<file path="src/rtl/mpgi_pkg.sv">
// Shared types, codes and tables for the MPEG-2 picture/GOP indexer.
// No dependencies; imported by every module of the block.
`timescale 1ns / 1ps

package mpgi_pkg;

  localparam logic [7:0] SC_SEQUENCE = 8'hB3;
  localparam logic [7:0] SC_GOP      = 8'hB8;
  localparam logic [7:0] SC_PICTURE  = 8'h00;

  localparam int REC_DEPTH = 4;
  localparam int REC_PTR_W = 2;
  localparam int REC_CNT_W = 3;

  typedef enum logic [2:0] {
    KIND_GOP_CLOSED = 3'd0,
    KIND_SEQ_INFO   = 3'd1,
    KIND_TIMECODE   = 3'd2,
    KIND_FRAME      = 3'd3,
    KIND_ILLEGAL    = 3'd4,
    KIND_OVERFLOW   = 3'd5
  } kind_e;

  typedef struct packed {
    logic [7:0]  start_code;
    logic [47:0] abs_position;
    logic [31:0] rel_position;
    logic [31:0] header_bits;
  } item_t;

  typedef struct packed {
    kind_e       record_kind;
    logic        last;
    logic [31:0] gop_index;
    logic [31:0] image_index;
    logic [8:0]  frame_slot;
    logic [2:0]  picture_type;
    logic [47:0] abs_position;
    logic [31:0] rel_position;
    logic [25:0] frame_size;
    logic [3:0]  aspect_code;
    logic [15:0] frame_rate_milli;
    logic [22:0] timecode;
  } record_t;

  // One processed item: zero, one or two records
  typedef struct packed {
    logic [1:0] count;
    record_t    rec0;
    record_t    rec1;
  } push_t;

  typedef struct packed {
    logic [REC_CNT_W-1:0] count;
    logic                 space_ok;
  } fifo_stat_t;

  function automatic logic [15:0] rate_milli(input logic [3:0] code);
    logic [15:0] r;
    case (code)
      4'd1:    r = 16'd23976;
      4'd2:    r = 16'd24000;
      4'd3:    r = 16'd25000;
      4'd4:    r = 16'd29970;
      4'd5:    r = 16'd30000;
      4'd6:    r = 16'd50000;
      4'd7:    r = 16'd59940;
      4'd8:    r = 16'd60000;
      default: r = 16'd0;
    endcase
    return r;
  endfunction

  function automatic logic [12:0] round16(input logic [11:0] v);
    logic [12:0] s;
    s = {1'b0, v} + 13'd15;
    return {s[12:4], 4'b0000};
  endfunction

endpackage

</file>
<file path="src/rtl/mpgi_front.sv">
// Input register stage of the indexer: holds one start-code request.
// Depends on mpgi_pkg.
`timescale 1ns / 1ps

module mpgi_front (
  input  logic           clk_i,
  input  logic           rst_ni,
  input  logic           in_valid_i,
  output logic           in_stall_o,
  input  mpgi_pkg::item_t item_i,
  input  logic           advance_i,
  output logic           valid_o,
  output mpgi_pkg::item_t item_o
);
  import mpgi_pkg::*;

  logic  valid_q, valid_d;
  item_t item_q;
  logic  load;

  assign in_stall_o = valid_q & ~advance_i;
  assign load       = in_valid_i & ~in_stall_o;

  always_comb begin
    valid_d = valid_q;
    if (load) begin
      valid_d = 1'b1;
    end else if (advance_i) begin
      valid_d = 1'b0;
    end
  end

  always_ff @(posedge clk_i or negedge rst_ni) begin
    if (!rst_ni) begin
      valid_q <= 1'b0;
    end else begin
      valid_q <= valid_d;
    end
  end

  always_ff @(posedge clk_i) begin
    if (load) begin
      item_q <= item_i;
    end
  end

  assign valid_o = valid_q;
  assign item_o  = item_q;

endmodule

</file>
<file path="src/rtl/mpgi_core.sv">
// Record generation and GOP/picture counters of the indexer.
// Depends on mpgi_pkg.
`timescale 1ns / 1ps

module mpgi_core #(
  parameter int MAX_FRAMES_PER_GOP = 256
) (
  input  logic            clk_i,
  input  logic            rst_ni,
  input  logic            advance_i,
  input  mpgi_pkg::item_t item_i,
  output mpgi_pkg::push_t push_o
);
  import mpgi_pkg::*;

  localparam logic [8:0] MaxSlots = 9'(MAX_FRAMES_PER_GOP);

  logic        seen_q, seen_d;
  logic        awaiting_q, awaiting_d;
  logic [31:0] gop_cnt_q, gop_cnt_d;
  logic [31:0] img_cnt_q, img_cnt_d;
  logic [8:0]  pics_q, pics_d;
  logic [47:0] start_abs_q, start_abs_d;
  logic [31:0] start_rel_q, start_rel_d;

  logic        is_seq, is_gop, is_pic;
  logic        do_close, has_main;
  logic [31:0] gop_after, img_after;
  logic [2:0]  ptype;
  record_t     close_rec, main_rec;
  push_t       push;

  always_comb begin
    is_seq = (item_i.start_code == SC_SEQUENCE);
    is_gop = (item_i.start_code == SC_GOP);
    is_pic = (item_i.start_code == SC_PICTURE);
    ptype  = item_i.header_bits[21:19];

    do_close = (pics_q != 9'd0) & ~awaiting_q & (is_seq | (is_gop & seen_q));
    gop_after = do_close ? gop_cnt_q + 32'd1 : gop_cnt_q;
    img_after = do_close ? img_cnt_q + {23'd0, pics_q} : img_cnt_q;

    seen_d      = seen_q;
    awaiting_d  = awaiting_q;
    gop_cnt_d   = gop_after;
    img_cnt_d   = img_after;
    pics_d      = do_close ? 9'd0 : pics_q;
    start_abs_d = do_close ? item_i.abs_position : start_abs_q;
    start_rel_d = do_close ? item_i.rel_position : start_rel_q;

    close_rec              = '0;
    close_rec.record_kind  = KIND_GOP_CLOSED;
    close_rec.gop_index    = gop_cnt_q;
    close_rec.image_index  = img_cnt_q;
    close_rec.frame_slot   = pics_q;
    close_rec.abs_position = item_i.abs_position;
    close_rec.rel_position = item_i.rel_position;

    main_rec              = '0;
    main_rec.record_kind  = KIND_SEQ_INFO;
    main_rec.gop_index    = gop_after;
    main_rec.image_index  = img_after;
    main_rec.abs_position = item_i.abs_position;
    main_rec.rel_position = item_i.rel_position;
    has_main = 1'b0;

    if (is_seq && !awaiting_q) begin
      awaiting_d = 1'b1;
      if (!seen_q) begin
        has_main                  = 1'b1;
        seen_d                    = 1'b1;
        start_abs_d               = item_i.abs_position;
        start_rel_d               = item_i.rel_position;
        main_rec.frame_size       = {round16(item_i.header_bits[31:20]),
                                     round16(item_i.header_bits[19:8])};
        main_rec.aspect_code      = item_i.header_bits[7:4];
        main_rec.frame_rate_milli = rate_milli(item_i.header_bits[3:0]);
      end
    end else if (is_gop && seen_q) begin
      has_main             = 1'b1;
      main_rec.record_kind = KIND_TIMECODE;
      main_rec.timecode    = {item_i.header_bits[30:26], item_i.header_bits[25:20],
                              item_i.header_bits[18:13], item_i.header_bits[12:7]};
    end else if (is_pic && seen_q) begin
      has_main              = 1'b1;
      awaiting_d            = 1'b0;
      main_rec.frame_slot   = pics_q;
      main_rec.picture_type = ptype;
      if (ptype == 3'd0 || ptype > 3'd3) begin
        main_rec.record_kind = KIND_ILLEGAL;
      end else if (pics_q >= MaxSlots) begin
        main_rec.record_kind = KIND_OVERFLOW;
      end else begin
        main_rec.record_kind = KIND_FRAME;
        pics_d               = pics_q + 9'd1;
        // first picture of a GOP is indexed at the GOP start
        if (pics_q == 9'd0) begin
          main_rec.abs_position = start_abs_q;
          main_rec.rel_position = start_rel_q;
        end
      end
    end

    main_rec.last  = 1'b1;
    close_rec.last = ~has_main;

    push = '0;
    if (advance_i) begin
      if (do_close) begin
        push.rec0  = close_rec;
        push.rec1  = main_rec;
        push.count = has_main ? 2'd2 : 2'd1;
      end else if (has_main) begin
        push.rec0  = main_rec;
        push.count = 2'd1;
      end
    end
  end

  always_ff @(posedge clk_i or negedge rst_ni) begin
    if (!rst_ni) begin
      seen_q      <= 1'b0;
      awaiting_q  <= 1'b0;
      gop_cnt_q   <= '0;
      img_cnt_q   <= '0;
      pics_q      <= '0;
      start_abs_q <= '0;
      start_rel_q <= '0;
    end else if (advance_i) begin
      seen_q      <= seen_d;
      awaiting_q  <= awaiting_d;
      gop_cnt_q   <= gop_cnt_d;
      img_cnt_q   <= img_cnt_d;
      pics_q      <= pics_d;
      start_abs_q <= start_abs_d;
      start_rel_q <= start_rel_d;
    end
  end

  assign push_o = push;

endmodule

</file>
<file path="src/rtl/mpgi_rec_fifo.sv">
// Output record queue: takes up to two records a cycle, hands out one while out_stall_i is low.
// Depends on mpgi_pkg.
`timescale 1ns / 1ps

module mpgi_rec_fifo (
  input  logic                 clk_i,
  input  logic                 rst_ni,
  input  mpgi_pkg::push_t      push_i,
  output mpgi_pkg::fifo_stat_t stat_o,
  output logic                 out_valid_o,
  input  logic                 out_stall_i,
  output mpgi_pkg::record_t    rec_o
);
  import mpgi_pkg::*;

  localparam logic [REC_CNT_W-1:0] SpaceLimit = REC_CNT_W'(REC_DEPTH - 2);

  record_t              mem_q [REC_DEPTH];
  logic [REC_PTR_W-1:0] wr_ptr_q, wr_ptr_d;
  logic [REC_PTR_W-1:0] rd_ptr_q, rd_ptr_d;
  logic [REC_CNT_W-1:0] count_q, count_d;
  logic                 pop;

  assign pop = (count_q != '0) & ~out_stall_i;

  always_comb begin
    wr_ptr_d = wr_ptr_q + REC_PTR_W'(push_i.count);
    rd_ptr_d = rd_ptr_q + REC_PTR_W'(pop);
    count_d  = count_q + REC_CNT_W'(push_i.count) - REC_CNT_W'(pop);
  end

  always_ff @(posedge clk_i or negedge rst_ni) begin
    if (!rst_ni) begin
      wr_ptr_q <= '0;
      rd_ptr_q <= '0;
      count_q  <= '0;
    end else begin
      wr_ptr_q <= wr_ptr_d;
      rd_ptr_q <= rd_ptr_d;
      count_q  <= count_d;
    end
  end

  always_ff @(posedge clk_i) begin
    if (push_i.count != 2'd0) begin
      mem_q[wr_ptr_q] <= push_i.rec0;
    end
    if (push_i.count == 2'd2) begin
      mem_q[wr_ptr_q + REC_PTR_W'(1)] <= push_i.rec1;
    end
  end

  assign out_valid_o    = (count_q != '0);
  assign rec_o          = mem_q[rd_ptr_q];
  assign stat_o.count   = count_q;
  assign stat_o.space_ok = (count_q <= SpaceLimit);

endmodule

</file>
<file path="src/rtl/mpeg2_picture_gop_indexer.sv">
// MPEG-2 picture/GOP indexer top level: input register, record logic, output queue.
// Records of a request are offered after the input register and the record queue.
// Throughput: one request per cycle while each yields at most one record and the
// output is not stalled; a GOP header that closes a GOP yields two records, which
// leave one at a time. Rate is set by the single output port of the record queue.
// Reset: rst_ni asynchronously clears counters, flags and the queue.
`timescale 1ns / 1ps

module mpeg2_picture_gop_indexer #(
  parameter int MAX_FRAMES_PER_GOP = 256
) (
  input  logic        clk_i,
  input  logic        rst_ni,
  input  logic        in_valid_i,
  output logic        in_stall_o,
  input  logic [7:0]  start_code_i,
  input  logic [47:0] abs_position_i,
  input  logic [31:0] rel_position_i,
  input  logic [31:0] header_bits_i,
  output logic        out_valid_o,
  input  logic        out_stall_i,
  output logic [2:0]  record_kind_o,
  output logic        last_o,
  output logic [31:0] gop_index_o,
  output logic [31:0] image_index_o,
  output logic [8:0]  frame_slot_o,
  output logic [2:0]  picture_type_o,
  output logic [47:0] out_abs_position_o,
  output logic [31:0] out_rel_position_o,
  output logic [25:0] frame_size_o,
  output logic [3:0]  aspect_code_o,
  output logic [15:0] frame_rate_milli_o,
  output logic [22:0] timecode_o
);
  import mpgi_pkg::*;

  item_t      in_item, reg_item;
  logic       reg_valid, advance;
  push_t      push;
  fifo_stat_t stat;
  record_t    rec;

  assign in_item.start_code   = start_code_i;
  assign in_item.abs_position = abs_position_i;
  assign in_item.rel_position = rel_position_i;
  assign in_item.header_bits  = header_bits_i;

  // process the held request only when the queue can take two records
  assign advance = reg_valid & stat.space_ok;

  mpgi_front u_front (
    .clk_i      (clk_i),
    .rst_ni     (rst_ni),
    .in_valid_i (in_valid_i),
    .in_stall_o (in_stall_o),
    .item_i     (in_item),
    .advance_i  (advance),
    .valid_o    (reg_valid),
    .item_o     (reg_item)
  );

  mpgi_core #(
    .MAX_FRAMES_PER_GOP (MAX_FRAMES_PER_GOP)
  ) u_core (
    .clk_i     (clk_i),
    .rst_ni    (rst_ni),
    .advance_i (advance),
    .item_i    (reg_item),
    .push_o    (push)
  );

  mpgi_rec_fifo u_fifo (
    .clk_i       (clk_i),
    .rst_ni      (rst_ni),
    .push_i      (push),
    .stat_o      (stat),
    .out_valid_o (out_valid_o),
    .out_stall_i (out_stall_i),
    .rec_o       (rec)
  );

  assign record_kind_o      = rec.record_kind;
  assign last_o             = rec.last;
  assign gop_index_o        = rec.gop_index;
  assign image_index_o      = rec.image_index;
  assign frame_slot_o       = rec.frame_slot;
  assign picture_type_o     = rec.picture_type;
  assign out_abs_position_o = rec.abs_position;
  assign out_rel_position_o = rec.rel_position;
  assign frame_size_o       = rec.frame_size;
  assign aspect_code_o      = rec.aspect_code;
  assign frame_rate_milli_o = rec.frame_rate_milli;
  assign timecode_o         = rec.timecode;

  a_queue_bound: assert property (@(posedge clk_i) disable iff (!rst_ni)
    stat.count <= REC_CNT_W'(REC_DEPTH))
    else $error("record queue overfilled");

  a_push_needs_item: assert property (@(posedge clk_i) disable iff (!rst_ni)
    (push.count != 2'd0) |-> (reg_valid && stat.space_ok))
    else $error("records pushed without a held request");

  a_frame_slot_range: assert property (@(posedge clk_i) disable iff (!rst_ni)
    (out_valid_o && record_kind_o == KIND_FRAME) |->
      (frame_slot_o < 9'(MAX_FRAMES_PER_GOP)))
    else $error("frame slot beyond GOP limit");

  a_size_only_seq: assert property (@(posedge clk_i) disable iff (!rst_ni)
    (out_valid_o && record_kind_o != KIND_SEQ_INFO) |-> (frame_size_o == 26'd0))
    else $error("frame size outside sequence record");

endmodule
</file>
<file path="config.mk">
export PLATFORM = sky130hd
export DESIGN_NAME = mpeg2_picture_gop_indexer
export DESIGN_NICKNAME = d
export VERILOG_FILES = /design/src/rtl/mpgi_pkg.sv /design/src/rtl/mpgi_front.sv /design/src/rtl/mpgi_core.sv /design/src/rtl/mpgi_rec_fifo.sv /design/src/rtl/mpeg2_picture_gop_indexer.sv
export SDC_FILE = /design/constraint.sdc
export NUM_CORES = 2
export LEC_CHECK = 0
export BUFFER_PORTS_ARGS = -buffer_cell sky130_fd_sc_hd__buf_2
export CORE_ASPECT_RATIO = 0.75
export CORE_MARGIN = 4
export CORE_UTILIZATION = 35
export CTS_CLUSTER_SIZE = 24
export DETAILED_ROUTE_END_ITERATION = 7
export PLACE_DENSITY = 0.62
export SETUP_SLACK_MARGIN = 0.3
export SYNTH_ARGS = -nofsm -noshare
export SYNTH_HDL_FRONTEND = slang
export SYNTH_SLANG_ARGS = --single-unit
</file>
<file path="constraint.sdc">
create_clock -name clk_i -period 35.6 [get_ports clk_i]
set_input_delay 1.78 -clock clk_i [delete_from_list [all_inputs] [get_ports clk_i]]
set_output_delay 1.78 -clock clk_i [all_outputs]
set_load 0.1 [all_outputs]
</file>
=== After elaboration in Yosys (flattened, before gate mapping) ===
Memories as Yosys holds them, arrays and structs flattened. A register that Yosys moved wholly into a read port is not among the register bits.
Index checks and enable logic that the tools add are counted.

* $lt $le $gt $ge: 3
* Equality and inequality tests: 4
* Add/subtract/negate cells: 10
* Bitwise gates (word level): 13
* Mux-type cells: 48
* Reductions and logical operators: 15

{| class="wikitable"
|+ Operator list
! kind !! count
|-
| $mux 460 || 1
|-
| $mux 92 || 3
|-
| $mux 80 || 3
|-
| $mux 231 || 1
|-
| $mux 230 || 1
|-
| $mux 229 || 1
|-
| $mux 32 || 5
|-
| $mux 48 || 3
|-
| $mux 46 || 2
|-
| $mux 9 || 6
|-
| $mux 23 || 2
|-
| $add 32x1->32 const B || 1
|-
| $add 32x9->32 || 1
|-
| $add 12x4->13 const B || 2
|-
| $eq 8x8->1 const B || 2
|-
| $mux 3 || 5
|-
| $mux 1 || 13
|-
| $add 9x1->9 const B || 1
|-
| $ge 9x9->1 const B || 1
|-
| $logic_not 9->1 || 1
|-
| $reduce_bool 9->1 || 1
|-
| $logic_not 8->1 || 1
|-
| $and 1x1->1 || 7
|-
| $reduce_bool 2->1 || 3
|-
| other kinds (20) || 26
|}

* Flip-flop bits (word level): 283
* Output and inout bits: 231
* Logic and storage cells: 110
* Memory bits (read-only): 240
* Memories kept: 2
* Input port bits: 124
* Bits in writable memories: 916

{| class="wikitable"
|+ Memory list
! name !! words !! width !! read ports !! clocked after memory_dff !! write ports !! line !! source
|-
| u_fifo.mem_q || 4 || 229 || 1 || 0 || 2 || mpgi_rec_fifo.sv:18 || <nowiki>record_t mem_q [REC_DEPTH];</nowiki>
|-
| (name not given) || 16 || 15 || 1 || 1 || 0 || mpgi_pkg.sv:60 || <nowiki>case (code)</nowiki>
|}

=== Depth between registers and ports, before layout ===
* Word-level depth: 13
* Mapped depth: 18
* Gate-level depth less buffers: 13

=== Modules after synthesis ===
A second synthesis with hierarchy kept.

* Cells, all modules: 3788
* Area, all modules: 61975.7 um2

{| class="wikitable"
|+ By module, submodules not included
! module !! cells each !! area an instance (um2) !! instances !! seq. area each (um2)
|-
| mpgi_rec_fifo || 2257 || 46254.4 || 1 || 27681.5
|-
| mpgi_core || 1405 || 12054.1 || 1 || 3878.7
|-
| mpgi_front || 125 || 3661.0 || 1 || 3628.5
|-
| mpeg2_picture_gop_indexer || 1 || 6.3 || 1 || 0.0
|}

=== Worst setup path before layout ===
No wires, ideal clock.

* Path kind: register to register
* Start: register u_core.pics_q[1]
* End: memory u_fifo.mem_q[1][0] in the netlist's numbering, enable pin
* Library setup time: 1.119 ns
* Path buffers: 3
* Path slack: 16.038 ns
* Arrival: 18.443 ns
* Period minus slack after synthesis: 19.562 ns
* Required time: 34.481 ns
* Cell stages (with the launch flop): 13
* Cells stage by stage: dfrtp_1 > inv_1 > ha_1 > nor4b_2 > a21oi_2 > nand2_2 > inv_2 > clkbuf_1 > clkbuf_1 > ha_1 > clkbuf_1 > nand2_1 > a211oi_1

{| class="wikitable"
|+ RTL lines
! element !! line !! source
|-
| from (decl) || mpgi_core.sv:22 || <nowiki>logic [8:0] pics_q, pics_d;</nowiki>
|-
| from (signal assigned) || mpgi_core.sv:134 || <nowiki>pics_q <= pics_d;</nowiki>
|-
| to (decl) || mpgi_rec_fifo.sv:18 ||
|}

=== Final worst setup path ===
* Start: register u_fifo.rd_ptr_q[0]
* End: output aspect_code_o[3]

* Word-level cells in the longest chain between the ends: 1

{| class="wikitable"
|+ Ends and longest elaborated chain
! element !! line !! source
|-
| from (decl) || mpgi_rec_fifo.sv:20 || <nowiki>logic [REC_PTR_W-1:0] rd_ptr_q, rd_ptr_d;</nowiki>
|-
| from (signal assigned) || mpgi_rec_fifo.sv:39 || <nowiki>rd_ptr_q <= rd_ptr_d;</nowiki>
|-
| $mem_v2 4x229 || - ||
|-
| to (decl) || mpeg2_picture_gop_indexer.sv:31 || <nowiki>output logic [3:0] aspect_code_o,</nowiki>
|}

No other way between the ends.

==> metrics.md <==
| Metric | Value |
|---|---|
| Max-slew headroom | 19.3% |
| Area leader, netlist | edfxtp_1 |
| Crit-path max FO | 45 |
| Crit. End Element | primary output |
| Via Count | 34400 |
| Hold_buf cts | 0 |
| Clock power frac | 31.6% |
| Worst IR Drop VDD | ~0.054 mV |
| Root Buffer | clkbuf_16 |
| Sink Count | between 1000 and 1500 |
| Register-to-Register Setup Slack | 29420 ps |
| Setup ws final | 29220 ps |
| Total wire length | 152000 µm |
| Least-Margin Pin Slew | 1210 ps |
| Final period util | 17.9% |
| Yosys top cell area share | 56.1% |
| P_leak | between 15 and 20 nW |
| Gpl congestion | between 0.8 and 0.9 |
| Pwr dens | 66.7 mW/mm² |
| Met1 wire length | 64400 µm |
| CTS H-tree depth | 3 |
| Warnings, synthesis | 0 |
| Internal Dissipation | 2.52 mW |
| Slew Viols, Final | 0 |
| Total power | 4.05 mW |
| Rows | 123 |
| Die H | 345 µm |
| CP startpoint kind | register |
| Most common cell in the netlist | edfxtp_1 |
| Switching Fraction | a little under two fifths |
| Worst reg2reg startpoint | u_core.pics_q[1] |
| Ys flop type | edfxtp_1 |
| FFs w/ async S/R, synth | around 14% |
| Endpoints failing hold | 0 |
| Fin crit period | 6380 ps |
| Worst-path clk slew | 60 ps |
| Seq/Total Area, Yosys | 64.3% |
| F_max | 157 MHz |
| Hold wc startpoint | u_front.item_o[47] |
| Reg2Reg Capture Point | u_fifo.mem_q[2][115] |
| Vias per cell | 5.56 |
| Setup Fix Bufs, Post-CTS | 0 |
| Post-synth top cells | edfxtp_1, nor2_1, mux4_2 |
| WHS Path Cells | 1 |
| CP arrival | 4600 ps |
| Overflow after GRT | 0 |
| Required time of the worst setup path | between 30000 and 40000 ps |
| Worst reg-to-reg path cell count | 11 |
| HP Class | register to register |
| Initial DRC count | roughly 3600 |
| Register bit total from synthesis | 1168 |
| Dpl ws | ~29000 ps |
| NetSw | 1.54 mW |
| Ports | 355 |
| Max-cap violations | 0 |
| Die area | 0.158 mm² |
| Clock Latency Late Sink | 780 ps |
| WS Path Type | register to primary output |
| IO Port Bufs | 345 |
| WL/cell | ~25 µm |
| Synth area leaders | edfxtp_1, mux4_2, dfrtp_1 |
| Drt drc | 0 |
| Setup violators final | 0 |
| Fin Setup TNS | 0 ps |
| Die W | 458 µm |
| Post-synth EDFFs | approximately 1000 |
| Maximum root-to-sink buffer count | 3 |
| Post-Route Skew | 82.0 ps |
| Comb power frac | 28.8% |
| Status | complete, no violations |
| Tot GR Track Use | 18.9% |
| DPL Wire Length | 89300 µm |
| Worst Hold End | u_core.start_rel_q[15] |
| Core area | about 0.15 mm² |
| Largest net degree at the start of global routing | 131 |
| Global-route wire length before repair | ~230000 µm |
| Antenna violations before repair | 15 |
| Vias in the first global route | 34400 |
| Routed met2 length | 72700 µm |
| Netlist Area Pre-Place | 0.0531 mm² |
| Unrepaired setup endpoints after global routing | no |
| Synth Instances | a little under 4000 |
| Post-CTS sizing | 0 |
| ANT nets after route | 0 |
| Initial Util | between 30% and 40% |
| 1st-pass router iterations | 6 |
| Layout cell share with drive strength beyond 1 | 23.2% |
| Layout net count | 4238 |
| Synthesized area per cell | between 10 and 15 µm² |
| CTS tree | yes |
| Unique masters post-synth | 72 |
| Fin Hold WS | 464 ps |
| Crit path from | u_fifo.rd_ptr_q[0] |
| Num CTS Buffers | 118 |
| Layout Cells excl Fill | 6196 |
| Top sig layer | met5 |
| Sequential share of power | 39.6% |
| Layout area overhead | 14.5% |
| Metal3 WL | 10900 µm |
| Filler cells | 13800 |
| Placed cell count | 5969 |
==> critical path, stage by stage, from the launching register on <==
cell and delay (ps):
dfrtp_4 920, buf_4 910, buf_4 850, mux4_2 670, buf_2 320
==> stage by stage <==
stage | utilization, % | cell area [µm²]
finish | 40.4 | 60800
global route | 40.4 | 60800
CTS | 40.4 | 60800
detailed placement | 37.8 | 56800
global placement | 37.8 | 56800
floorplan | - | 53100
==> worst max-delay path by stage <==
| stage | slack, ps | depth (start not counted) | end |
|---|---|---|---|
| after floorplan | 16040 | 12 | u_fifo.mem_q[1][0] |
| after global placement | 29630 | 11 | u_fifo.mem_q[2][111] |
| after detailed placement | 29470 | 11 | u_fifo.mem_q[2][139] |
| after CTS | 28970 | 4 | frame_size_o[4] |
| after global routing | 28760 | 4 | frame_size_o[12] |
| final | 29220 | 4 | aspect_code_o[3] |
==> logic make-up after synthesis <==
group,Yosys count,share of synthesized area (%)
simple gates,1255,10.7
mux,385,12.6
fa+ha+maj,25,0.617
flops,1168,64.3
other cells,1,0.00706
xor+xnor,81,1.34
compound gates,602,7.72
buf+inv,355,2.78
==> area by class of cell <==
type	instances	area, µm²	area share (%)
clock inverters	68	777	1.28
flip-flops and latches	1168	34100	56.2
clock buffers	155	3190	5.25
diodes	4	10.0	0.0165
inverters	25	98.8	0.163
repair buffers	419	2320	3.81
multi-input cells	2357	17700	29.2
well taps	2000	2500	4.12
==> layout by cell type (no fill, tap or decap), drive strengths merged, types with 32 or more instances in the layout <==
| master | count |
|---|---|
| mux2 | 87 |
| nand2 | 204 |
| edfxtp | 992 |
| buf | 418 |
| mux4 | 218 |
| a21oi | 103 |
| clkinv | 41 |
| mux2i | 80 |
| nor2 | 660 |
| nand3 | 91 |
| and2 | 32 |
| o21ai | 189 |
| a32o | 49 |
| and3 | 39 |
| or3 | 44 |
| clkbuf | 156 |
| o31ai | 92 |
| xnor2 | 43 |
| dfrtp | 163 |
| a31oi | 37 |
| nor3 | 63 |
| xor2 | 38 |
==> per-layer routing <==
| layer | track usage (%) | vias up |
|---|---|---|
| met5 | 0 | - |
| met4 | 5.72 | 8 |
| met3 | 3.54 | 232 |
| met2 | 30.8 | 1415 |
| met1 | 25.8 | 17600 |
| li1 | - | 15200 |
==> registers in the layout (all words and copies together), names as in the netlist, named ones only <==
signal,cells
u_core.start_abs_q,48
u_fifo.wr_ptr_q,2
u_front.item_o,120
u_core.awaiting_q,1
u_core.seen_q,1
u_core.gop_cnt_q,32
u_fifo.mem_q,872
u_core.pics_q,9
u_fifo.rd_ptr_q,2
u_core.img_cnt_q,32
u_front.valid_o,1
u_fifo.count_q,3
u_core.start_rel_q,32
==> power groups by stage <==
stage          registers (mW)  logic, mW  clock network [mW]
3_5_place_dp             1.63       1.18                   0
3_3_place_gp             1.63       1.18                   0
4_1_cts                  1.60       1.19                1.31
5_1_grt                  1.61       1.22                1.37
6_report                 1.60       1.17                1.28
2_1_floorplan            1.59      0.952                   0
Power figures use the tool's default switching activity.
